--- src/rtl/core/b64d_pkg.sv ---
// b64d_pkg: shared types, result codes and the character table of the base64 decoder.
// No dependencies; imported by every module under rtl/core.
`timescale 1ns / 1ps

package b64d_pkg;

    // Result kinds carried in result_kind
    localparam logic [1:0] KIND_DATA     = 2'd0;
    localparam logic [1:0] KIND_OK       = 2'd1;
    localparam logic [1:0] KIND_BAD_CHAR = 2'd2;
    localparam logic [1:0] KIND_BAD_LEN  = 2'd3;

    // Results one character can cause: three bytes and one status
    localparam int SLOTS = 4;
    localparam int STATUS_SLOT = SLOTS - 1;

    // Depth of the queue between front and back
    localparam int QDEPTH = 4;
    localparam int QAW    = $clog2(QDEPTH);

    // Input beat
    typedef struct packed {
        logic [7:0] symbol;
        logic       final_symbol;
    } in_item_t;

    // Result beat
    typedef struct packed {
        logic [1:0] result_kind;
        logic [7:0] data_byte;
        logic       run_last;
    } out_item_t;

    // Classified character: invalid flag, pad flag, sextet value
    typedef struct packed {
        logic       invalid;
        logic       pad;
        logic [5:0] value;
    } sextet_t;

    // One pending result inside a bundle
    typedef struct packed {
        logic [1:0] kind;
        logic [7:0] data;
    } slot_t;

    // All results caused by one character; mask marks the slots in use
    typedef struct packed {
        logic [SLOTS-1:0]       mask;
        slot_t [SLOTS-1:0]      slots;
    } bundle_t;

    // Map a character to its sextet, the pad marker or invalid
    function automatic sextet_t sextet_of(input logic [7:0] ch);
        sextet_t s;
        s = '{invalid: 1'b0, pad: 1'b0, value: 6'd0};
        if (ch >= 8'h41 && ch <= 8'h5A) begin
            s.value = 6'(ch - 8'h41);
        end else if (ch >= 8'h61 && ch <= 8'h7A) begin
            s.value = 6'(ch - 8'h61 + 8'd26);
        end else if (ch >= 8'h30 && ch <= 8'h39) begin
            s.value = 6'(ch - 8'h30 + 8'd52);
        end else if (ch == 8'h2B) begin
            s.value = 6'd62;
        end else if (ch == 8'h2F) begin
            s.value = 6'd63;
        end else if (ch == 8'h3D) begin
            s.pad = 1'b1;
        end else begin
            s.invalid = 1'b1;
        end
        return s;
    endfunction

    // Space, tab, CR and LF are skipped
    function automatic logic is_blank(input logic [7:0] ch);
        return (ch == 8'h20) || (ch == 8'h09) || (ch == 8'h0D) || (ch == 8'h0A);
    endfunction

endpackage

--- src/rtl/core/b64d_front.sv ---
// b64d_front: accepts characters, tracks group position and error, builds result bundles.
// Depends on b64d_pkg.
`timescale 1ns / 1ps

module b64d_front
    import b64d_pkg::*;
(
    input  logic     clk,
    input  logic     rst_n,
    input  in_item_t item,
    input  logic     accept,
    output bundle_t  bundle,
    output logic     bundle_push
);

    logic [1:0] pos_reg;
    logic [1:0] pos_next;
    logic       err_reg;
    logic       err_next;
    sextet_t    held_reg [0:2];

    sextet_t    sx;
    logic       active;
    logic       hold_wr;
    bundle_t    bnd;
    sextet_t    a;
    sextet_t    b;
    sextet_t    c;
    logic [1:0] status;

    // Classify the character and form its results
    always_comb
    begin
        sx       = sextet_of(item.symbol);
        active   = !err_reg && !is_blank(item.symbol);
        pos_next = pos_reg;
        err_next = err_reg;
        hold_wr  = 1'b0;
        a        = held_reg[0];
        b        = held_reg[1];
        c        = held_reg[2];
        bnd      = '0;
        status   = KIND_OK;

        if (active && sx.invalid) begin
            err_next = 1'b1;
        end else if (active && pos_reg != 2'd3) begin
            hold_wr  = 1'b1;
            pos_next = pos_reg + 2'd1;
        end else if (active) begin
            // Group closes: one byte per pair of non-pad sextets
            bnd.mask[0]       = !a.pad && !b.pad;
            bnd.slots[0].kind = KIND_DATA;
            bnd.slots[0].data = {a.value, b.value[5:4]};
            bnd.mask[1]       = !b.pad && !c.pad;
            bnd.slots[1].kind = KIND_DATA;
            bnd.slots[1].data = {b.value[3:0], c.value[5:2]};
            bnd.mask[2]       = !c.pad && !sx.pad;
            bnd.slots[2].kind = KIND_DATA;
            bnd.slots[2].data = {c.value[1:0], sx.value};
            pos_next = 2'd0;
        end

        // Status on the final character; error outranks bad length
        if (item.final_symbol) begin
            if (err_next) begin
                status = KIND_BAD_CHAR;
            end else if (pos_next != 2'd0) begin
                status = KIND_BAD_LEN;
            end
            bnd.mask[STATUS_SLOT]       = 1'b1;
            bnd.slots[STATUS_SLOT].kind = status;
            bnd.slots[STATUS_SLOT].data = 8'd0;
            pos_next = 2'd0;
            err_next = 1'b0;
        end
    end

    assign bundle      = bnd;
    assign bundle_push = accept && (bnd.mask != '0);

    // Message state
    always_ff @(posedge clk or negedge rst_n)
    begin
        if (!rst_n) begin
            pos_reg <= 2'd0;
            err_reg <= 1'b0;
        end else if (accept) begin
            pos_reg <= pos_next;
            err_reg <= err_next;
        end
    end

    // Held sextets of the open group
    always_ff @(posedge clk)
    begin
        for (int i = 0; i < 3; i++) begin
            if (accept && hold_wr && pos_reg == 2'(i)) begin
                held_reg[i] <= sx;
            end
        end
    end

endmodule

--- src/rtl/core/b64d_queue.sv ---
// b64d_queue: short bundle queue between front and back.
// Depends on b64d_pkg.
`timescale 1ns / 1ps

module b64d_queue
    import b64d_pkg::*;
(
    input  logic    clk,
    input  logic    rst_n,
    input  logic    wr,
    input  bundle_t wr_data,
    input  logic    rd,
    output bundle_t rd_data,
    output logic    full,
    output logic    empty
);

    bundle_t        mem_reg [0:QDEPTH-1];
    logic [QAW-1:0] wr_ptr_reg;
    logic [QAW-1:0] rd_ptr_reg;
    logic [QAW:0]   count_reg;
    logic [QAW:0]   count_next;
    logic           do_wr;
    logic           do_rd;

    assign full    = (count_reg == (QAW+1)'(QDEPTH));
    assign empty   = (count_reg == '0);
    assign do_wr   = wr && !full;
    assign do_rd   = rd && !empty;
    assign rd_data = mem_reg[rd_ptr_reg];

    // Occupancy
    always_comb
    begin
        count_next = count_reg;
        if (do_wr && !do_rd) begin
            count_next = count_reg + (QAW+1)'(1);
        end else if (do_rd && !do_wr) begin
            count_next = count_reg - (QAW+1)'(1);
        end
    end

    // Pointers
    always_ff @(posedge clk or negedge rst_n)
    begin
        if (!rst_n) begin
            wr_ptr_reg <= '0;
            rd_ptr_reg <= '0;
            count_reg  <= '0;
        end else begin
            if (do_wr) begin
                wr_ptr_reg <= wr_ptr_reg + QAW'(1);
            end
            if (do_rd) begin
                rd_ptr_reg <= rd_ptr_reg + QAW'(1);
            end
            count_reg <= count_next;
        end
    end

    // Storage
    always_ff @(posedge clk)
    begin
        if (do_wr) begin
            mem_reg[wr_ptr_reg] <= wr_data;
        end
    end

endmodule

--- src/rtl/core/b64d_back.sv ---
// b64d_back: unpacks bundles into single result beats, oldest slot first.
// Depends on b64d_pkg.
`timescale 1ns / 1ps

module b64d_back
    import b64d_pkg::*;
(
    input  logic      clk,
    input  logic      rst_n,
    input  bundle_t   q_data,
    input  logic      q_empty,
    output logic      q_rd,
    input  logic      pop,
    output logic      empty,
    output out_item_t result
);

    logic [SLOTS-1:0] mask_reg;
    logic [SLOTS-1:0] mask_next;
    slot_t [SLOTS-1:0] slots_reg;
    logic [SLOTS-1:0] low_bit;
    logic [SLOTS-1:0] rest;
    slot_t            cur;
    logic             take;

    // Lowest pending slot
    always_comb
    begin
        low_bit = mask_reg & (~mask_reg + SLOTS'(1));
        rest    = mask_reg & ~low_bit;
        cur     = slots_reg[0];
        for (int i = SLOTS - 1; i >= 0; i--) begin
            if (low_bit[i]) begin
                cur = slots_reg[i];
            end
        end
    end

    assign empty              = (mask_reg == '0);
    assign result.result_kind = cur.kind;
    assign result.data_byte   = cur.data;
    assign result.run_last    = (rest == '0);

    // Refill from the queue when the bundle is spent or its last beat leaves
    assign take = empty || (pop && rest == '0);
    assign q_rd = take && !q_empty;

    always_comb
    begin
        mask_next = mask_reg;
        if (take) begin
            mask_next = q_empty ? '0 : q_data.mask;
        end else if (pop) begin
            mask_next = rest;
        end
    end

    always_ff @(posedge clk or negedge rst_n)
    begin
        if (!rst_n) begin
            mask_reg <= '0;
        end else begin
            mask_reg <= mask_next;
        end
    end

    always_ff @(posedge clk)
    begin
        if (q_rd) begin
            slots_reg <= q_data.slots;
        end
    end

endmodule

--- src/rtl/core/base64_stream_decoder_core.sv ---
// base64_stream_decoder_core: top level of the streaming base64 decoder.
// Depends on b64d_pkg, b64d_front, b64d_queue, b64d_back.
//
//   channel   handshake        payload     accepted when
//   input     push / full      item        push && !full
//   result    empty / pop      result      pop && !empty
//
// One character per cycle unless full; the front classifies each as it is taken.
// A closed group or a final character queues one bundle (up to four results);
// the back sends one result beat per cycle while the consumer pops.
// full rises only when the four-entry bundle queue fills behind a stalled consumer.
// Reset clears group position, error flag, queue pointers and the pending mask.
`timescale 1ns / 1ps

module base64_stream_decoder_core
    import b64d_pkg::*;
(
    input  logic      clk,
    input  logic      rst_n,
    input  logic      push,
    output logic      full,
    input  in_item_t  item,
    output logic      empty,
    input  logic      pop,
    output out_item_t result
);

    bundle_t f_bundle;
    logic    f_push;
    bundle_t q_data;
    logic    q_rd;
    logic    q_empty;
    logic    accept;

    assign accept = push && !full;

    // Front: classify and group
    b64d_front u_front (
        .clk         (clk),
        .rst_n       (rst_n),
        .item        (item),
        .accept      (accept),
        .bundle      (f_bundle),
        .bundle_push (f_push)
    );

    // Queue between front and back
    b64d_queue u_queue (
        .clk     (clk),
        .rst_n   (rst_n),
        .wr      (f_push),
        .wr_data (f_bundle),
        .rd      (q_rd),
        .rd_data (q_data),
        .full    (full),
        .empty   (q_empty)
    );

    // Back: serialize results
    b64d_back u_back (
        .clk     (clk),
        .rst_n   (rst_n),
        .q_data  (q_data),
        .q_empty (q_empty),
        .q_rd    (q_rd),
        .pop     (pop),
        .empty   (empty),
        .result  (result)
    );

endmodule
--- config.mk ---
export PLATFORM = sky130hd
export DESIGN_NAME = base64_stream_decoder_core
export DESIGN_NICKNAME = d
export VERILOG_FILES = /design/src/rtl/core/b64d_pkg.sv /design/src/rtl/core/b64d_front.sv /design/src/rtl/core/b64d_queue.sv /design/src/rtl/core/b64d_back.sv /design/src/rtl/core/base64_stream_decoder_core.sv
export SDC_FILE = /design/constraint.sdc
export NUM_CORES = 1
export LEC_CHECK = 0
export BUFFER_PORTS_ARGS = -buffer_cell sky130_fd_sc_hd__buf_2
export CAP_MARGIN = 20
export CORE_UTILIZATION = 56
export CTS_CLUSTER_DIAMETER = 80
export CTS_CLUSTER_SIZE = 20
export DETAILED_ROUTE_END_ITERATION = 8
export PLACE_DENSITY = 0.79
export SLEW_MARGIN = 25
export SYNTH_ARGS = -nofsm -noshare
export SYNTH_HDL_FRONTEND = slang
export SYNTH_HIERARCHICAL = 1
export SYNTH_SLANG_ARGS = --single-unit
--- constraint.sdc ---
create_clock -name clk -period 15.04 [get_ports clk]
set_input_delay 0.752 -clock clk [delete_from_list [all_inputs] [get_ports clk]]
set_output_delay 0.752 -clock clk [all_outputs]
set_load 0.005 [all_outputs]
### After elaboration in Yosys (flattened, before gate mapping)

Memories as Yosys holds them, arrays and structs flattened.
Cells that the tools add are included.

* input port bits: 13
* output and inout port bits: 13
* register bits: 54
* memories kept: 2
* logic and storage cells: 146
* memory bits (writable): 200

* add/subtract/negate cells: 11
* equality and inequality tests: 11
* reductions and logical operators: 45
* muxes and demuxes: 53
* bitwise logic cells: 4
* $lt $le $gt $ge: 6

Memories
* u_queue.mem_reg: depth 4, width 44, read ports 1, clocked after Yosys merged registers in 0, wr ports 1, line b64d_queue.sv:18 `bundle_t mem_reg [0:QDEPTH-1];`
* u_front.held_reg: depth 3, width 8, read ports 3, clocked after Yosys merged registers in 0, wr ports 1, line b64d_front.sv:20 `sextet_t held_reg [0:2];`

Operators by type and width (count)
* two-way mux 30 bit: 2
* two-way mux 10 bit: 5
* equality test 8 x 6 -> 1 bit (second input constant): 4
* two-way mux 6 bit: 5
* two-way mux 28 bit: 1
* two-way mux 2 bit: 13
* equality test 8 x 4 -> 1 bit (second input constant): 3
* logical AND 1 bit: 21
* two-way mux 1 bit: 17
* >= comparator 8 x 7 -> 1 bit (second input constant): 2
* <= comparator 8 x 7 -> 1 bit (second input constant): 2
* two-way mux 8 bit: 2
* OR reduction 8 bit: 2
* two-way mux 3 bit: 5
* two-way mux 4 bit: 3
* subtractor 6 bit (second input constant): 2
* logical NOT 1 bit: 10
* bitwise AND 4 bit: 2
* >= comparator 8 x 6 -> 1 bit (second input constant): 1
* <= comparator 8 x 6 -> 1 bit (second input constant): 1
* logical NOT 4 bit: 2
* NOT 4 bit: 2
* adder 2 x 1 -> 2 bit (second input constant): 3
* adder 6 x 5 -> 6 bit (second input constant): 1
* 14 further kinds: 19

### Logic depth before layout (Yosys ltp)

* word-level depth: 19
* depth in mapped cells: 18
* mapped depth without buffers: 15

### Modules after synthesis

Netlist, hierarchy kept.

Modules (own cells, without submodules)
* b64d_queue: cells an instance 266, seq. area each 5460.2 µm², times used 1, area each 6834.1 µm²
* b64d_front: cells an instance 198, seq. area each 705.7 µm², times used 1, area each 1845.5 µm²
* b64d_back: cells an instance 116, seq. area each 1301.2 µm², times used 1, area each 1790.5 µm²
* base64_stream_decoder_core: cells an instance 1, seq. area each 0.0 µm², times used 1, area each 13.8 µm²

### Worst setup path before layout

Ideal clock, no wire load.

* kind: input-to-reg
* from: in pop
* to: reg u_queue.count_reg[1]
* cell stages on the path: 9
* library setup time: 0.125 ns
* path buffers: 0
* slack: 9.601 ns
* required time: 14.915 ns
* data arrival time: 5.314 ns
* path through: nand2b_4 nor3_4 nor2_1 nor3_1 nand2_1 ha_1 inv_1 fa_1 mux2_2

* word-level cells in the longest chain between the ends: 7
* elaborated cells on any way between the ends: 9
* classes of those cells: 1 x mux; 8 x reduce/logical

Ends and longest elaborated chain
* start: declaration: line base64_stream_decoder_core.sv:24 `input logic pop,`
* logical AND 1 bit: line b64d_back.sv:45 `assign take = empty || (pop && rest == '0);`
* logical OR 1 bit: line b64d_back.sv:45
* logical AND 1 bit: line b64d_back.sv:46 `assign q_rd = take && !q_empty;`
* named net q_rd: line base64_stream_decoder_core.sv:31 `logic q_rd;`
* logical AND 1 bit: line b64d_queue.sv:29 `assign do_rd = rd && !empty;`
* logical NOT 1 bit: line b64d_queue.sv:36 `if (do_wr && !do_rd) begin`
* logical AND 1 bit: line b64d_queue.sv:36
* two-way mux 3 bit: line b64d_queue.sv:36
* named net u_queue.count_next[1]: line b64d_queue.sv:22 `logic [QAW:0] count_next;`
* end signal: assignment: line b64d_queue.sv:57 `count_reg <= count_next;`
* end: declaration: line b64d_queue.sv:21 `logic [QAW:0] count_reg;`

The timed path passes the listed nets, and every way through them passes these cells.
A chain may end at the register's enable or synchronous reset.

### Final worst setup path

* from: in item[3] (netlist name)
* to: reg u_queue.count_reg[2]

* word-level cells in the longest chain between the ends: 18
* elaborated cells on any way between the ends: 43
* classes of those cells: 6 x order compare; 7 x eq/ne; 11 x mux; 19 x reduce/logical

Ends and longest elaborated chain
* start: declaration: line base64_stream_decoder_core.sv:22 `input in_item_t item,`
* equality test 8 x 6 -> 1 bit: line b64d_pkg.sv:67 `end else if (ch == 8'h3D) begin`
* two-way mux 1 bit: line b64d_pkg.sv:67
* two-way mux 2 bit: line b64d_pkg.sv:65 `end else if (ch == 8'h2F) begin`
* two-way mux 2 bit: line b64d_pkg.sv:63 `end else if (ch == 8'h2B) begin`
* two-way mux 2 bit: line b64d_pkg.sv:61 `end else if (ch >= 8'h30 && ch <= 8'h39) begin`
* two-way mux 2 bit: line b64d_pkg.sv:59 `end else if (ch >= 8'h61 && ch <= 8'h7A) begin`
* two-way mux 2 bit: line b64d_pkg.sv:57 `if (ch >= 8'h41 && ch <= 8'h5A) begin`
* logical NOT 1 bit: line b64d_front.sv:58 `bnd.mask[2] = !c.pad && !sx.pad;`
* [3 not listed]
* two-way mux 3 bit (*): line b64d_front.sv:45 `if (active && sx.invalid) begin`
* nonzero test 4 bit (*): line b64d_front.sv:80 `assign bundle_push = accept && (bnd.mask != '0);`
* logical AND 1 bit (*): line b64d_front.sv:80
* named net f_push: line base64_stream_decoder_core.sv:29 `logic f_push;`
* logical AND 1 bit (*): line b64d_queue.sv:28 `assign do_wr = wr && !full;`
* logical NOT 1 bit: line b64d_queue.sv:38 `end else if (do_rd && !do_wr) begin`
* logical AND 1 bit: line b64d_queue.sv:38
* nonzero test 2 bit (no line)

Mark *: on every way through the listed nets, which the timed path passes. The rest lies on a longest branch.

==> results.sh <==
export IMPL_final_common_cell="edfxtp_1"
export IMPL_cts_buffers=16
export IMPL_clk_latency_ns=0.48
export IMPL_switching_share=0.290
export IMPL_critPathLaunchType="input port"
export IMPL_cts_hold_buf=0
export IMPL_area_growth_pct=6.27
export IMPL_core_area_sq_mm=0.0181
export IMPL_multi_input_area_sq_mm=0.00268
export IMPL_avgSynthCellArea_sq_um=18.0
export IMPL_fin_ws_ns=10.73
export IMPL_wl_per_cell_um=21.8
export IMPL_r2r_start="u_front/err_reg"
export IMPL_dp_hpwl_um=11200
export IMPL_layout_common_cells="edfxtp_1, mux4_2, buf_2, and3_1"
export IMPL_min_path_type="in2async"
export IMPL_port_buffers=25
export IMPL_min_period_ns=4.31
export IMPL_final_core_util=0.614
export IMPL_synth_top_flop_cell="edfxtp_1"
export IMPL_max_stage_delay_ns=0.54
export IMPL_internal_power_mw=1.36
export IMPL_hold_viol=0
export IMPL_layout_drive_gt1_share=0.186
export IMPL_cp_top_family="simple AND/OR/NAND/NOR gates"
export IMPL_drc=2
export IMPL_syn_area_sq_mm=0.0105
export IMPL_failed_checks="DRC"
export IMPL_peakVddDrop_v=0.000122
export IMPL_slowest_stage="and2_1"
export IMPL_die_w_um=139
export IMPL_r2r_end="u_queue/count_reg[2]"
export IMPL_num_antenna_cells=0
export IMPL_initial_core_util=0.578
export IMPL_worstSetupPathType="in2reg"
export IMPL_drv_cap=0
export IMPL_grt_use_total=0.196
export IMPL_combPwrFrac=0.249
export IMPL_p_seq_frac=0.534
export IMPL_maxSlewHeadroom=0.268
export IMPL_io_pins=26
export IMPL_clockPowerShare=0.217
export IMPL_synth_warnings=6
export IMPL_async_flop_share=0.0558
export IMPL_cts_tree="built"
export IMPL_status="finished with violations"
export IMPL_ys_ff_latch=251
export IMPL_crit_buf_inv=3
export IMPL_cts_resized_gates=0
export IMPL_fmax_mhz=232
export IMPL_wl_um=18300
export IMPL_cts_reportedPaths_clkPinSlew_ns=0.08
export IMPL_fin_tns_setup_ns=0
export IMPL_via_per_inst=6.09
export IMPL_synth_top_cell_by_area="edfxtp_1"
export IMPL_synth_seq_area_share=0.712
export IMPL_critPathRequiredTime_ns=15.44
export IMPL_largest_reg_flops=176
export IMPL_vias=5099
export IMPL_antenna_left=0
export IMPL_cts_max_path_buffers=3
export IMPL_fp_dieArea_sq_mm=0.0193
export IMPL_ff2ff_path_depth=11
export IMPL_rsz0062_at_grt="no"
export IMPL_reg2reg_setup_slack_ns=11.57
export IMPL_crit_chain="buf_2, inv_1, ha_1, nor2_1, o21ai_0, a31oi_1, and2_1, nand2_1, o21ai_1, nor2b_1, ha_1, inv_1, fa_1, xor2_1, nor2_1, xor2_1"
export IMPL_power_switching_mw=0.556
export IMPL_cp_end_kind="register"
export IMPL_leakage_nw=3.75
export IMPL_antenna_found_initial=0
export IMPL_ys_top_cells_by_area="edfxtp_1, mux4_2, dfrtp_1"
export IMPL_cts_htree_levels=1
export IMPL_cts_root_buf="clkbuf_16"
export IMPL_clkSinkCount=251
export IMPL_syn_inst=581
export IMPL_regArea_sq_mm=0.00747
export IMPL_grt_max_degree=47
export IMPL_grt_pass1_vias=5153
export IMPL_path_max_fanout=20
export IMPL_synth_edff_count=237
export IMPL_tightest_slew_ns=1.10
export IMPL_grt_pass1_wl_um=28800
export IMPL_skew_ns=0.0127
export IMPL_dieHeight_um=139
export IMPL_ys_types=66
export IMPL_drtIter0Drc=513
export IMPL_rows=49
export IMPL_firstDrtPassIters=7
export IMPL_setup_viol=0
export IMPL_yosysTopAreaCellShare=0.679
export IMPL_slew_viol_final=0
export IMPL_worstPathArrival_ns=4.71
export IMPL_post_cts_buffers=0
export IMPL_powerDensity_mw_per_mm2=172
export IMPL_gp_congestion=0.828
export IMPL_layout_worst_path_cycle_share=0.286
export IMPL_grt_overflow_total=0
export IMPL_fill_cells=1250
export IMPL_finalNetCount=634
export IMPL_pre_cts_ws_ns=10.30
worst max path at each step:
| stage | start | endpoint | slack, ns | depth (start not counted) |
|---|---|---|---|---|
| finish | item[3] | u_queue/count_reg[2] | 10.73 | 16 |
| global route | item[3] | u_queue/count_reg[2] | 10.25 | 16 |
| CTS | item[3] | u_queue/count_reg[2] | 10.78 | 16 |
| detailed placement | item[3] | u_queue/count_reg[2] | 10.30 | 16 |
| global placement | item[3] | u_queue/count_reg[2] | 10.46 | 16 |
| floorplan | pop | u_queue/count_reg[1] | 9.60 | 9 |
layer usage:
layer  part of all wire  track usage
met2               0.50        0.336
met5                  0            0
met3              0.052       0.0245
met4              0.022       0.0585
met1               0.42        0.266
cell usage after synthesis, types with 6 or more instances:
cell type / count
edfxtp_1: 237
mux4_2: 38
and3_1: 22
a22oi_1: 21
inv_1: 21
buf_4: 17
ha_1: 17
nand2_1: 16
a21oi_1: 15
nor2_1: 15
dfrtp_1: 14
o21ai_1: 14
and2_1: 13
o21ai_0: 11
buf_2: 8
clkbuf_1: 7
nor3_1: 7
mux4_1: 6
nand3_1: 6
layout make-up:
type                    count  area share
multi-input cells         282       0.240
clock buffers              22      0.0399
repair buffers             31      0.0153
flip-flops and latches    251       0.671
well taps                 229      0.0257
clock inverters             1     0.00101
inverters                  21     0.00708
cells by family after synthesis:
logic type                 after synthesis  synth area share
AOI/OAI and AO/OA                       90            0.0596
DFF                                    251             0.712
and+or+nand+nor                        103            0.0588
adders and majority gates               20            0.0241
muxes                                   48             0.101
xor gates and xnor gates                 7           0.00585
other                                    1          0.000358
buffers and inverters                   61            0.0380
through the flow:
stage	instance area, sq um	total power, mW	hold WS [ns]	instances
global placement	10700	1.50	0.461	814
CTS	11100	1.94	0.159	837
global route	11100	2.00	0.167	837
detailed placement	10700	1.52	0.486	814
finish	11100	1.92	0.157	837
floorplan	10500	1.40	0.445	594
power groups by stage:
stage	logic (mW)	clock network [mW]	registers (mW)
after floorplan	0.413	0	0.983
after global placement	0.468	0	1.03
after detailed placement	0.481	0	1.04
after CTS	0.486	0.423	1.03
after global routing	0.517	0.447	1.04
final	0.478	0.415	1.02
Power figures use the tool's default switching activity.
